===== src/rtl/core/lpbm_pkg.sv =====
// ----------------------------------------------------------------------------
// LRU page buffer manager package
// Shared constants, action codes and the cell interface types.
// ----------------------------------------------------------------------------
package lpbm_pkg;

    // Pool size and derived widths.
    localparam int NUM_BUFFERS = 8;
    localparam int ID_W        = $clog2(NUM_BUFFERS);
    localparam int CMP_W       = (ID_W > 3) ? ID_W : 3;
    localparam int SUM_W       = $clog2(NUM_BUFFERS + 1);

    // Fixed field widths.
    localparam int REL_W   = 32;
    localparam int PAGE_W  = 31;
    localparam int FILE_W  = 8;
    localparam int SLOT_W  = 3;
    localparam int COUNT_W = 4;
    localparam int COUNT_MAX = 15;

    // Operation codes carried by the action field.
    typedef enum logic [1:0] {
        ACT_LOOKUP = 2'd0,
        ACT_TOUCH  = 2'd1,
        ACT_FLUSH  = 2'd2,
        ACT_RESET  = 2'd3
    } action_t;

    // Contents of one cell: which buffer sits at this LRU position, and its tag.
    typedef struct packed {
        logic [ID_W-1:0]   id;
        logic              valid;
        logic [REL_W-1:0]  rel;
        logic [PAGE_W-1:0] page;
        logic [FILE_W-1:0] file;
    } cell_data_t;

    // Per-cell update command for one execute cycle.
    typedef struct packed {
        logic shift;       // take the contents handed in from the newer side
        logic write_tag;   // assign a new page to this buffer
        logic write_file;  // refresh the stored file handle
        logic clear;       // invalidate this buffer
    } cell_cmd_t;

endpackage


===== src/rtl/core/lpbm_cell.sv =====
// ----------------------------------------------------------------------------
// LRU page buffer manager cell
// One position of the recency chain: holds a buffer id and its tag, compares
// the tag against the request and takes its newer neighbor's contents on shift.
// ----------------------------------------------------------------------------
module lpbm_cell
    import lpbm_pkg::*;
(
    input  logic              clk,
    input  logic              rst_n,
    input  logic [ID_W-1:0]   home_id,
    input  cell_cmd_t         cmd,
    input  cell_data_t        shift_in,
    input  logic [REL_W-1:0]  rel,
    input  logic [PAGE_W-1:0] page,
    input  logic [FILE_W-1:0] fh,
    output cell_data_t        data,
    output logic              rel_match,
    output logic              page_match
);

    logic [ID_W-1:0]   id_reg;
    logic              valid_reg;
    logic [REL_W-1:0]  rel_reg;
    logic [PAGE_W-1:0] page_reg;
    logic [FILE_W-1:0] file_reg;

    // Control part: buffer id at this position and its valid bit.
    always_ff @(posedge clk or negedge rst_n)
    begin
        if (!rst_n)
        begin
            id_reg    <= home_id;
            valid_reg <= 1'b0;
        end
        else if (cmd.shift)
        begin
            id_reg    <= shift_in.id;
            valid_reg <= shift_in.valid;
        end
        else if (cmd.write_tag)
        begin
            valid_reg <= 1'b1;
        end
        else if (cmd.clear)
        begin
            valid_reg <= 1'b0;
        end
    end

    // Tag payload; only read behind the valid bit, so it needs no reset.
    always_ff @(posedge clk)
    begin
        if (cmd.shift)
        begin
            rel_reg  <= shift_in.rel;
            page_reg <= shift_in.page;
            file_reg <= shift_in.file;
        end
        else if (cmd.write_tag)
        begin
            rel_reg  <= rel;
            page_reg <= page;
            file_reg <= fh;
        end
        else if (cmd.write_file)
        begin
            file_reg <= fh;
        end
    end

    // Tag comparison against the current request.
    assign rel_match  = valid_reg && (rel_reg == rel);
    assign page_match = (page_reg == page);

    assign data.id    = id_reg;
    assign data.valid = valid_reg;
    assign data.rel   = rel_reg;
    assign data.page  = page_reg;
    assign data.file  = file_reg;

endmodule


===== src/rtl/core/lru_page_buffer_manager.sv =====
// ----------------------------------------------------------------------------
// LRU page buffer manager
// Pool of page buffers held in a chain of cells ordered most recent first,
// with lookup/assign, touch to head, flush relation and reset entry.
// ----------------------------------------------------------------------------
//  Channel  Direction  Handshake            Beat contents
//  in       input      in_valid/in_ready    action, relation_id, page_id,
//                                           file_handle, relation_closed,
//                                           entry_index, reset_entries,
//                                           writeback_ok
//  out      output     out_valid/out_ready  slot, slot_valid, hit, evicted,
//                                           flush_failed, match_count
//
// Each item is captured in ST_IDLE; in ST_EXEC all cells then compare in
// parallel and the chain is updated.
// One result beat per input beat, in order.
// A stalled output holds the execute cycle; the input is taken again as soon
// as the previous item has executed, while its result may still wait.
// Reset puts buffer k at chain position k with every buffer invalid.
// ----------------------------------------------------------------------------
module lru_page_buffer_manager
    import lpbm_pkg::*;
(
    input  logic                clk,
    input  logic                rst_n,
    input  logic                in_valid,
    output logic                in_ready,
    input  logic [1:0]          action,
    input  logic [REL_W-1:0]    relation_id,
    input  logic [PAGE_W-1:0]   page_id,
    input  logic [FILE_W-1:0]   file_handle,
    input  logic                relation_closed,
    input  logic [2:0]          entry_index,
    input  logic                reset_entries,
    input  logic                writeback_ok,
    output logic                out_valid,
    input  logic                out_ready,
    output logic [SLOT_W-1:0]   slot,
    output logic                slot_valid,
    output logic                hit,
    output logic                evicted,
    output logic                flush_failed,
    output logic [COUNT_W-1:0]  match_count
);

    typedef enum logic {
        ST_IDLE,
        ST_EXEC
    } state_t;

    state_t state_reg;

    // Captured request.
    action_t           act_reg;
    logic [REL_W-1:0]  rel_reg;
    logic [PAGE_W-1:0] page_reg;
    logic [FILE_W-1:0] fh_reg;
    logic              closed_reg;
    logic [2:0]        idx_reg;
    logic              do_reset_reg;
    logic              wb_ok_reg;

    // Registered result.
    logic               out_valid_reg;
    logic [SLOT_W-1:0]  slot_reg;
    logic               slot_valid_reg;
    logic               hit_reg;
    logic               evicted_reg;
    logic               failed_reg;
    logic [COUNT_W-1:0] count_reg;

    logic [SLOT_W-1:0]  slot_next;
    logic               slot_valid_next;
    logic               hit_next;
    logic               evicted_next;
    logic               failed_next;
    logic [COUNT_W-1:0] count_next;

    logic in_fire;
    logic exec_fire;

    cell_data_t cell_q    [NUM_BUFFERS];
    cell_data_t shift_src [NUM_BUFFERS];
    cell_cmd_t  cell_cmd  [NUM_BUFFERS];
    logic [NUM_BUFFERS-1:0] rel_m;
    logic [NUM_BUFFERS-1:0] page_m;
    logic [NUM_BUFFERS-1:0] tag_m;
    logic [NUM_BUFFERS-1:0] idx_m;
    logic [NUM_BUFFERS-1:0] free_sel;
    logic [NUM_BUFFERS-1:0] shift_en;

    logic              idx_ok;
    logic              hit_any;
    logic              have_free;
    logic              idx_used;
    logic              rel_any;
    logic [ID_W-1:0]   hit_id;
    logic [ID_W-1:0]   free_id;
    logic [SUM_W-1:0]  rel_sum;
    cell_data_t        head_in;
    logic              seen_free;
    logic              above;

    assign in_fire   = in_valid && in_ready;
    assign exec_fire = (state_reg == ST_EXEC) && (!out_valid_reg || out_ready);
    assign in_ready  = (state_reg == ST_IDLE);

    // Request capture.
    always_ff @(posedge clk)
    begin
        if (in_fire)
        begin
            act_reg      <= action_t'(action);
            rel_reg      <= relation_id;
            page_reg     <= page_id;
            fh_reg       <= file_handle;
            closed_reg   <= relation_closed;
            idx_reg      <= entry_index;
            do_reset_reg <= reset_entries;
            wb_ok_reg    <= writeback_ok;
        end
    end

    // Row of cells, position 0 is the most recent buffer.
    for (genvar k = 0; k < NUM_BUFFERS; k++)
    begin : g_cell
        lpbm_cell u_cell (
            .clk        (clk),
            .rst_n      (rst_n),
            .home_id    (ID_W'(k)),
            .cmd        (cell_cmd[k]),
            .shift_in   (shift_src[k]),
            .rel        (rel_reg),
            .page       (page_reg),
            .fh         (fh_reg),
            .data       (cell_q[k]),
            .rel_match  (rel_m[k]),
            .page_match (page_m[k])
        );
        assign tag_m[k] = rel_m[k] && page_m[k];
        assign idx_m[k] = (CMP_W'(cell_q[k].id) == CMP_W'(idx_reg));
        if (k == 0)
        begin : g_head
            assign shift_src[k] = head_in;
        end
        else
        begin : g_body
            assign shift_src[k] = cell_q[k-1];
        end
    end

    assign idx_ok = ({29'd0, idx_reg} < 32'(NUM_BUFFERS));

    // Selections over the row: hit, free nearest the tail, indexed entry, counts.
    always_comb
    begin
        hit_any   = 1'b0;
        hit_id    = '0;
        have_free = 1'b0;
        free_id   = '0;
        free_sel  = '0;
        seen_free = 1'b0;
        idx_used  = 1'b0;
        rel_any   = 1'b0;
        rel_sum   = '0;
        head_in   = '0;
        shift_en  = '0;
        above     = 1'b0;
        for (int k = 0; k < NUM_BUFFERS; k++)
        begin
            if (tag_m[k])
            begin
                hit_any = 1'b1;
                hit_id  = hit_id | cell_q[k].id;
            end
            if (idx_m[k])
            begin
                idx_used = idx_used | cell_q[k].valid;
                head_in  = head_in | cell_q[k];
            end
            rel_any = rel_any | rel_m[k];
            rel_sum = rel_sum + SUM_W'(rel_m[k]);
        end
        for (int k = NUM_BUFFERS - 1; k >= 0; k--)
        begin
            if (!cell_q[k].valid && !seen_free)
            begin
                seen_free   = 1'b1;
                free_sel[k] = 1'b1;
                free_id     = cell_q[k].id;
            end
            above       = above | idx_m[k];
            shift_en[k] = above;
        end
        have_free = seen_free;
    end

    // Per-cell commands and the result of the executing item.
    always_comb
    begin
        for (int k = 0; k < NUM_BUFFERS; k++)
        begin
            cell_cmd[k] = '0;
        end
        slot_next       = '0;
        slot_valid_next = 1'b0;
        hit_next        = 1'b0;
        evicted_next    = 1'b0;
        failed_next     = 1'b0;
        count_next      = '0;
        if (exec_fire)
        begin
            unique case (act_reg)
                ACT_LOOKUP:
                begin
                    if (hit_any)
                    begin
                        for (int k = 0; k < NUM_BUFFERS; k++)
                        begin
                            cell_cmd[k].write_file = tag_m[k] && closed_reg;
                        end
                        slot_next       = SLOT_W'(CMP_W'(hit_id));
                        slot_valid_next = 1'b1;
                        hit_next        = 1'b1;
                    end
                    else if (have_free)
                    begin
                        for (int k = 0; k < NUM_BUFFERS; k++)
                        begin
                            cell_cmd[k].write_tag = free_sel[k];
                        end
                        slot_next       = SLOT_W'(CMP_W'(free_id));
                        slot_valid_next = 1'b1;
                    end
                    else if (wb_ok_reg)
                    begin
                        cell_cmd[NUM_BUFFERS-1].write_tag = 1'b1;
                        slot_next       = SLOT_W'(CMP_W'(cell_q[NUM_BUFFERS-1].id));
                        slot_valid_next = 1'b1;
                        evicted_next    = 1'b1;
                    end
                    else
                    begin
                        cell_cmd[NUM_BUFFERS-1].clear = 1'b1;
                        failed_next = 1'b1;
                    end
                end
                ACT_TOUCH:
                begin
                    if (idx_ok && !idx_m[0])
                    begin
                        for (int k = 0; k < NUM_BUFFERS; k++)
                        begin
                            cell_cmd[k].shift = shift_en[k];
                        end
                    end
                end
                ACT_FLUSH:
                begin
                    for (int k = 0; k < NUM_BUFFERS; k++)
                    begin
                        cell_cmd[k].clear = rel_m[k] && do_reset_reg;
                    end
                    failed_next = rel_any && !wb_ok_reg;
                    if (32'(rel_sum) > 32'(COUNT_MAX))
                    begin
                        count_next = COUNT_W'(COUNT_MAX);
                    end
                    else
                    begin
                        count_next = COUNT_W'(rel_sum);
                    end
                end
                ACT_RESET:
                begin
                    if (idx_ok)
                    begin
                        for (int k = 0; k < NUM_BUFFERS; k++)
                        begin
                            cell_cmd[k].clear = idx_m[k];
                        end
                        failed_next = idx_used && !wb_ok_reg;
                    end
                end
                default:
                begin
                    failed_next = 1'b0;
                end
            endcase
        end
    end

    // Sequencer with the registered result.
    always_ff @(posedge clk or negedge rst_n)
    begin
        if (!rst_n)
        begin
            state_reg      <= ST_IDLE;
            out_valid_reg  <= 1'b0;
            slot_reg       <= '0;
            slot_valid_reg <= 1'b0;
            hit_reg        <= 1'b0;
            evicted_reg    <= 1'b0;
            failed_reg     <= 1'b0;
            count_reg      <= '0;
        end
        else
        begin
            unique case (state_reg)
                ST_IDLE:
                begin
                    if (in_fire)
                    begin
                        state_reg <= ST_EXEC;
                    end
                    if (out_ready)
                    begin
                        out_valid_reg <= 1'b0;
                    end
                end
                ST_EXEC:
                begin
                    if (exec_fire)
                    begin
                        state_reg      <= ST_IDLE;
                        out_valid_reg  <= 1'b1;
                        slot_reg       <= slot_next;
                        slot_valid_reg <= slot_valid_next;
                        hit_reg        <= hit_next;
                        evicted_reg    <= evicted_next;
                        failed_reg     <= failed_next;
                        count_reg      <= count_next;
                    end
                end
                default:
                begin
                    state_reg <= ST_IDLE;
                end
            endcase
        end
    end

    assign out_valid    = out_valid_reg;
    assign slot         = slot_reg;
    assign slot_valid   = slot_valid_reg;
    assign hit          = hit_reg;
    assign evicted      = evicted_reg;
    assign flush_failed = failed_reg;
    assign match_count  = count_reg;

    // The requested entry index matches at most one chain position while an item executes.
    a_idx_unique: assert property (@(posedge clk) disable iff (!rst_n)
        (state_reg == ST_EXEC) |-> $onehot0(idx_m))
        else $error("buffer id held by more than one cell");

    // A page is buffered at most once among valid buffers.
    a_tag_unique: assert property (@(posedge clk) disable iff (!rst_n)
        $onehot0(tag_m))
        else $error("duplicate valid tag in the pool");

    // An executed item always leaves a result beat behind.
    a_exec_result: assert property (@(posedge clk) disable iff (!rst_n)
        exec_fire |=> out_valid && (state_reg == ST_IDLE))
        else $error("executed item produced no result");

    // A hit and an eviction never come together, and a hit always carries a valid slot.
    a_hit_evict: assert property (@(posedge clk) disable iff (!rst_n)
        out_valid |-> !(hit && evicted) && (!hit || slot_valid))
        else $error("inconsistent lookup flags");

endmodule

===== config.mk =====
export PLATFORM = sky130hd
export DESIGN_NAME = lru_page_buffer_manager
export DESIGN_NICKNAME = d
export VERILOG_FILES = /design/src/rtl/core/lpbm_pkg.sv /design/src/rtl/core/lpbm_cell.sv /design/src/rtl/core/lru_page_buffer_manager.sv
export SDC_FILE = /design/constraint.sdc
export NUM_CORES = 2
export LEC_CHECK = 0
export ABC_AREA = 1
export ABC_CLOCK_PERIOD_IN_PS = 9400
export BUFFER_PORTS_ARGS = -buffer_cell sky130_fd_sc_hd__buf_4
export CAP_MARGIN = 0
export CELL_PAD_IN_SITES_DETAIL_PLACEMENT = 1
export CELL_PAD_IN_SITES_GLOBAL_PLACEMENT = 2
export CORE_UTILIZATION = 38
export DETAILED_ROUTE_END_ITERATION = 8
export PLACE_DENSITY_LB_ADDON = 0.1
export SYNTH_ARGS = -nofsm -noshare
export SYNTH_HDL_FRONTEND = slang
export SYNTH_SLANG_ARGS = --single-unit
export TNS_END_PERCENT = 1

===== constraint.sdc =====
create_clock -name clk -period 9.4 [get_ports clk]
set_input_delay 0 -clock clk [delete_from_list [all_inputs] [get_ports clk]]
set_output_delay 0 -clock clk [all_outputs]
set_load 0.01 [all_outputs]

# [Word-level counts from Yosys, hierarchy flattened]
# Index checks and enable logic that the tools add are counted.
[op_classes] add_sub_neg=7 reduce_logical=86 magnitude_cmp=0 eq_ne=29 div=0 mul=0 mux=216 shifts=0 bitwise_logic=36
[op_table] op="75-bit 2-to-1 mux" n=8
[op_table] op="32-bit 2-to-1 mux" n=17
[op_table] op="75-bit bitwise OR" n=7
[op_table] op="31-bit 2-to-1 mux" n=16
[op_table] op="32-bit == test" n=8
[op_table] op="31-bit == test" n=8
[op_table] op="8-bit 2-to-1 mux" n=24
[op_table] op="1-bit 2-to-1 mux" n=111
[op_table] op="3-bit 2-to-1 mux" n=20
[op_table] op="3-bit nonzero test" n=16
[op_table] op="1-bit logical AND" n=43
[op_table] op="3-bit == test" n=8
[op_table] op="1-bit bitwise OR" n=21
[op_table] op="3-bit bitwise OR" n=7
[op_table] op="1-bit one-hot mux with 2 select lines" n=9
[op_table] op="4-bit by 1-bit adder with 4-bit output" n=4
[op_table] op="2-bit 2-to-1 mux" n=8
[op_table] op="2-bit nonzero test" n=8
[op_table] op="1-bit zero test" n=15
[op_table] op="1-bit one-hot mux with 3 select lines" n=2
[op_table] op="3-bit by 1-bit adder with 4-bit output" n=1
[op_table] op="2-bit == test (second input constant)" n=2
[op_table] op="4-bit 2-to-1 mux" n=1
[op_table] op="2-bit by 1-bit != test with 1-bit output (second input constant)" n=2
[op_table] op="other kinds (7)" n=8
[totals] mem_bits_ro=0 output_inout_bits=13 word_cells=430 input_bits=83 latchBits=0 mem_bits_rw=0 register_bits=692 mem_count=0

# [Logic depth before layout (Yosys ltp)]
[logic_depth] word_depth=28 depth_mapped=19 depth_no_buf=17

# [Worst setup path before layout]
# OpenSTA, ideal clock, no wires.
[synth_path] path_type="flip-flop to flip-flop" start="register rel_reg[21]" end="register g_cell[1].u_cell.valid_reg" slack_ns=2.617 n_path_buf=2 setup_time_ns=0.087 period_less_slack_ns=6.783 required_time_ns=9.313 stages_incl_launch_ff=18 arrival_time_ns=6.695 cell_sequence="edfxtp_1 buf_2 inv_1 buf_2 nand2_1 nand2_1 nor2_1 nand2_1 nor2_1 nand3_1 nor2_1 nand2_1 nand2_1 nor2_1 nand3_1 o21ai_0 o21ai_0 nand2_1"
[synth_via] elab_chain_len=16 word_cells_on_any_way=40 cone_classes="eq/ne: 8; mux: 14; reduce/logical: 18"
[synth_rtl] item="start: declaration" line_no="lru_page_buffer_manager.sv:55" rtl="logic [REL_W-1:0] rel_reg;"
[synth_rtl] item="start signal: assignment" line_no="lru_page_buffer_manager.sv:114" rtl="rel_reg <= relation_id;"
[synth_rtl] item="32-bit == test" line_no="lpbm_cell.sv:73" rtl="assign rel_match = valid_reg && (rel_reg == rel);"
[synth_rtl] item="1-bit logical AND" line_no="lpbm_cell.sv:73"
[synth_rtl] item="1-bit logical AND" line_no="lru_page_buffer_manager.sv:140" rtl="assign tag_m[k] = rel_m[k] && page_m[k];"
[synth_rtl] item="1-bit 2-to-1 mux (8 in series)" line_no="lru_page_buffer_manager.sv:171" rtl="if (tag_m[k])"
[synth_rtl] item="1-bit 2-to-1 mux" line_no="lru_page_buffer_manager.sv:216" rtl="if (hit_any)"
[synth_rtl] item="2-bit 2-to-1 mux" line_no="lru_page_buffer_manager.sv:213" rtl="unique case (act_reg)"
[synth_rtl] item="32-bit 2-to-1 mux *" line_no="lru_page_buffer_manager.sv:211" rtl="if (exec_fire)"
[synth_rtl] item="1-bit 2-to-1 mux" line_no="lpbm_cell.sv:41" rtl="else if (cmd.write_tag)"
[synth_rtl] item="1-bit 2-to-1 mux" line_no="lpbm_cell.sv:36" rtl="else if (cmd.shift)"
[synth_rtl] item="end signal: assignment" line_no="lpbm_cell.sv:39" rtl="valid_reg <= shift_in.valid;"
[synth_rtl] item="end: declaration" line_no="lpbm_cell.sv:23" rtl="logic valid_reg;"
# Every way passes the cells marked *; elsewhere a longest branch is shown, timed or not.
# A chain may end at the register's enable or synchronous reset.

# [Final worst setup path]
[layout_path] start="register idx_reg[2]" end="register g_cell[0].u_cell.rel_reg[7], data pin"
[layout_via] elab_chain_len=17 word_cells_on_any_way=34 cone_classes="eq/ne: 8; mux: 12; bitwise: 14"
[layout_rtl] item="start: declaration" line_no="lru_page_buffer_manager.sv:59" rtl="logic [2:0] idx_reg;"
[layout_rtl] item="start signal: assignment" line_no="lru_page_buffer_manager.sv:118" rtl="idx_reg <= entry_index;"
[layout_rtl] item="3-bit == test" line_no="lru_page_buffer_manager.sv:141" rtl="assign idx_m[k] = (CMP_W'(cell_q[k].id) == CMP_W'(idx_reg));"
[layout_rtl] item="75-bit 2-to-1 mux" line_no="lru_page_buffer_manager.sv:176" rtl="if (idx_m[k])"
[layout_rtl] item="75-bit bitwise OR" line_no="lru_page_buffer_manager.sv:179" rtl="head_in = head_in | cell_q[k];"
[layout_rtl] item="75-bit 2-to-1 mux" line_no="lru_page_buffer_manager.sv:176"
[layout_rtl] item="75-bit bitwise OR" line_no="lru_page_buffer_manager.sv:179"
[layout_rtl] item="75-bit 2-to-1 mux" line_no="lru_page_buffer_manager.sv:176"
[layout_rtl] item="75-bit bitwise OR" line_no="lru_page_buffer_manager.sv:179"
[layout_rtl] item="75-bit 2-to-1 mux" line_no="lru_page_buffer_manager.sv:176"
[layout_rtl] item="75-bit bitwise OR" line_no="lru_page_buffer_manager.sv:179"
[layout_rtl] item="75-bit 2-to-1 mux" line_no="lru_page_buffer_manager.sv:176"
[layout_rtl] item="75-bit bitwise OR" line_no="lru_page_buffer_manager.sv:179"
[layout_rtl] item="75-bit 2-to-1 mux" line_no="lru_page_buffer_manager.sv:176"
[layout_rtl] item="75-bit bitwise OR" line_no="lru_page_buffer_manager.sv:179"
[layout_rtl] item="75-bit 2-to-1 mux" line_no="lru_page_buffer_manager.sv:176"
[layout_rtl] item="75-bit bitwise OR" line_no="lru_page_buffer_manager.sv:179"
[layout_rtl] item="75-bit 2-to-1 mux" line_no="lru_page_buffer_manager.sv:176"
[layout_rtl] item="32-bit 2-to-1 mux *" line_no="lpbm_cell.sv:54" rtl="if (cmd.shift)"
[layout_rtl] item="end signal: assignment" line_no="lpbm_cell.sv:56" rtl="rel_reg <= shift_in.rel;"
[layout_rtl] item="end signal: assignment" line_no="lpbm_cell.sv:62" rtl="rel_reg <= rel;"
[layout_rtl] item="end: declaration" line_no="lpbm_cell.sv:24" rtl="logic [REL_W-1:0] rel_reg;"
# Marks and branches as above.

==> summary by stage <==
Outcome
The run finished with clean final reports.

Finish
The register area is 18400 sq um. The share of cells above drive strength 1 is 0.0542. The number of flip-flops under the largest register name is 256. The layout has 12200 filler cells.

The net count of the finished layout is 5201. In the final layout, the multi-input gates occupy 16800 sq um. The area added between synthesis and finish is 12.6%.

Yosys
By count the netlist is led by sky130_fd_sc_hd__nand2_1, sky130_fd_sc_hd__edfxtp_1, sky130_fd_sc_hd__inv_1. Of all cell types, the one taking the most synthesized area is sky130_fd_sc_hd__edfxtp_1. Yosys mapped a number of flops with a built-in enable equal to 574. The area share of the leading cell type in the synthesized netlist is 0.450.

In the post-synthesis netlist, the biggest area contributors are sky130_fd_sc_hd__edfxtp_1, sky130_fd_sc_hd__nand2_1, sky130_fd_sc_hd__o21ai_0, sky130_fd_sc_hd__inv_1, sky130_fd_sc_hd__o22ai_1. In the post-synthesis netlist, the cell with the most instances is sky130_fd_sc_hd__nand2_1. The netlist uses 45 different library cells. The fraction of registers with async set/reset is 0.0727.

Synthesis produced a netlist whose cell count is 5084. The sequential cell area fraction in the yosys report is 0.480. The synthesized flop and latch total is 619. The number of nets produced by synthesis is 5175. The most used flip-flop cell after synthesis is sky130_fd_sc_hd__edfxtp_1.

The combined area of all synthesized cells is 38300 sq um. The average size of a mapped cell is 7.53 sq um. The warning count from the yosys run is 0.

Timing
After routing, the total negative slack on setup checks comes to 0 ns. The worst pin sits at a relative slew slack of 0.227. The largest clock skew in the final design is 0.0290 ns.

Setup repair after global routing left no endpoint under its margin. Timing would allow up to 0.164 GHz. At the pin with the least slew margin, the transition time is 1.16 ns. In the finished design, the share of the clock period the worst path needs comes to 0.648. The post-route minimum period is 6.09 ns. The final setup violation count is 0. The number of endpoints with negative hold slack in the final report was 0.

The max-slew violation count was 0.

CTS
In this run, CTS created clock tree buffers numbering 77. The clock tree from TritonCTS is yes. The clock reaches the later pin of the worst-skew pair after 0.68 ns. The post-cts repair resize count is 0. The number of buffers on the longest clock path is 3. The total clock sinks is 619.

The H-tree generated during clock tree synthesis spans 3 levels. The clock tree root buffer cell is sky130_fd_sc_hd__clkbuf_16. The clock slew at the register clock pins of the worst setup and hold paths is 0.06 ns.

Worst setup path
The kind of capture point of the worst setup path is a flip-flop. The worst endpoint required time is 9.81 ns. Walking the worst path, the cells encountered are xnor2_1 -> nand3_4 -> nand3_2 -> inv_2 -> o21ai_4 -> buf_4 -> o21ai_2 -> a21oi_4 -> buf_4 -> inv_2 -> buf_4 -> o41ai_1 -> nand2_1. The startpoint class of the critical path is a flip-flop. The worst register-to-register path has a setup slack of 3.31 ns.

The highest net fanout along the worst path is 76. In this design, the stage delay of the slowest critical-path cell is 0.69 ns. The most numerous cell on the critical path is sky130_fd_sc_hd__buf_4. STA puts the critical path data arrival time at 6.50 ns. The master of the slowest instance on the critical path is sky130_fd_sc_hd__buf_4. The most critical setup path has its endpoint at g_cell[0].u_cell.rel_reg[7].

The worst register-to-register path begins at idx_reg[2]. The length in cells of the worst reg-to-reg path is 13. The type of the worst setup path is flip-flop to flip-flop. The endpoint of the worst-slack reg-to-reg timing path is g_cell[0].u_cell.rel_reg[7].

The launch point of the critical path is idx_reg[2].

Power and ir drop
The analysis attributes to cell leakage a power of 0.0187 uW. The total power is 10100 uW. The worst vdd rail ir drop is 121 uV.

The combinational share of power is 0.329. The share of total power in the clock network is 0.294. Of the total power, the share spent switching nets is 0.412. The power density over cell area is 235 nW/um^2. Of the total power, registers draw 0.377. The total net switching power is 4160 uW. The internal portion of total power is 5950 uW.

Floorplanning
The floorplan step defined a die boundary enclosing 102000 sq um. The core region is 100000 sq um. The number of rows created at floorplan is 116. The horizontal die dimension is 319 um. The count of boundary I/O pins is 96. The die is 319 um tall. The effective utilization at floorplan is 0.383.

Routing
For this block, the routed nets add up to 189 mm of wire. The average wire per cell in the routed design is 29.2 um. After detailed routing, the number of remaining DRC violations is 0.

The number of iterations in the first detailed-routing pass is 8. The via density per instance is 5.72. The starting DRC count in detailed routing is 4326.

The number of nets with antenna violations after routing is 0. The routed layout has 37000 vias.

Global route
The number of global-route vias before repair is 36800. For this run, the total global-route usage over all layers was measured as 0.367. For this run the aggregate overflow at the end of global routing stands at 0. The number of antenna violations at the first check in global routing was 3. Entering global routing, the biggest net connects 79 pins. The global-route wire length before repair is 267 mm.

Min path
The class of the tightest hold or removal check is primary input to flip-flop.

Placement
The total half-perimeter wirelength after legalization and detailed placement is 130 mm. Buffers placed on the I/O ports in this run total 86. The congestion estimate from routability-driven global placement came to 1.04.

Run
The max-cap check violation count is 0.
[worst max-delay path, delay by kind of cell (launching register included)]
family	cells	cell delay [ns]
compound gates	4	0.86
buf+inv	5	2.61
simple gates	3	1.18
flops	1	0.66
xor+xnor	1	0.37
[cell families (layout without fill, tap and decap cells)]
family | count (synthesis) | count (layout) | share of synthesized area
DFF | 619 | 619 | 0.480
and+or+nand+nor | 2580 | 2580 | 0.263
AOI/OAI and AO/OA | 857 | 857 | 0.127
other | 0 | 1 | 0
buffers and inverters | 845 | 929 | 0.0866
adders and majority gates | 8 | 8 | 0.00340
xor gates and xnor gates | 175 | 175 | 0.0400
[power groups by stage]
stage	sequential, uW	combinational (uW)	clock (uW)
floorplan	3710	1850	0
global placement	3850	3180	0
detailed placement	3860	3210	0
CTS	3800	3250	3010
global route	3850	3500	3090
finish	3810	3330	2980
[worst min path at each step]
stage                start            to  slack, ns  depth (start not counted)
2_1_floorplan        rst_n       evicted      -0.30                          0
3_3_place_gp         rst_n     out_valid       0.06                          1
3_5_place_dp         rst_n     out_valid       0.06                          1
4_1_cts        page_id[13]  page_reg[13]     0.0005                          2
5_1_grt         page_id[1]   page_reg[1]       0.03                          2
6_report       page_id[13]  page_reg[13]       0.04                          2
[area by class of cell]
| type | count | share of cell area |
|---|---|---|
| inverter | 593 | 0.0518 |
| clock inverter | 42 | 0.00821 |
| antenna | 1 | 0.0000580 |
| sequential | 619 | 0.426 |
| clock buffer | 95 | 0.0475 |
| timing repair buffer | 199 | 0.0392 |
| tap | 1298 | 0.0377 |
| multi-input combinational | 3620 | 0.389 |
[timing repair]
| action | in CTS | in global routing |
|---|---|---|
| endpoints found under the hold margin | 143 | 0 |
| buffers inserted | 0 | 0 |
| hold buffers | 75 | 0 |
[routing by layer]
layer / up-vias / part of all wire / global-route usage
li1: 16700 / - / -
met1: 18200 / 0.41 / 0.479
met2: 1617 / 0.45 / 0.580
met3: 461 / 0.070 / 0.0528
met4: 2 / 0.066 / 0.213
met5: - / 0.000058 / 0
[stage by stage]
step / area (sq um) / util / instances / setup slack (ns) / hold WS, ns
global placement: 40000 / 0.400 / 6254 / 3.56 / 0.0650
detailed placement: 40000 / 0.400 / 6254 / 3.40 / 0.0640
CTS: 43100 / 0.431 / 6466 / 3.37 / 0.000466
global route: 43100 / 0.431 / 6466 / 3.13 / 0.0259
finish: 43100 / 0.431 / 6467 / 3.31 / 0.0364
floorplan: 38300 / - / 5084 / 2.62 / -0.296
[layout by cell type (no fill, tap or decap), drive strengths merged, types with 5 or more instances in the layout]
cell and instances:
nor4 21, nor2 446, a221oi 14, o31ai 6, xor2 99, dlygate4sd3 74
xnor2 76, o41ai 19, o21ai 493, nor3 37, o211ai 6, edfxtp 574
clkbuf 95, inv 584, clkinv 44, nand2 1923, o22ai 272, dfrtp 33
dfstp 12, buf 125, nand3 93, a22oi 5, nand4 48, nand3b 9
a21oi 30
(Power assumes the default switching activity.)
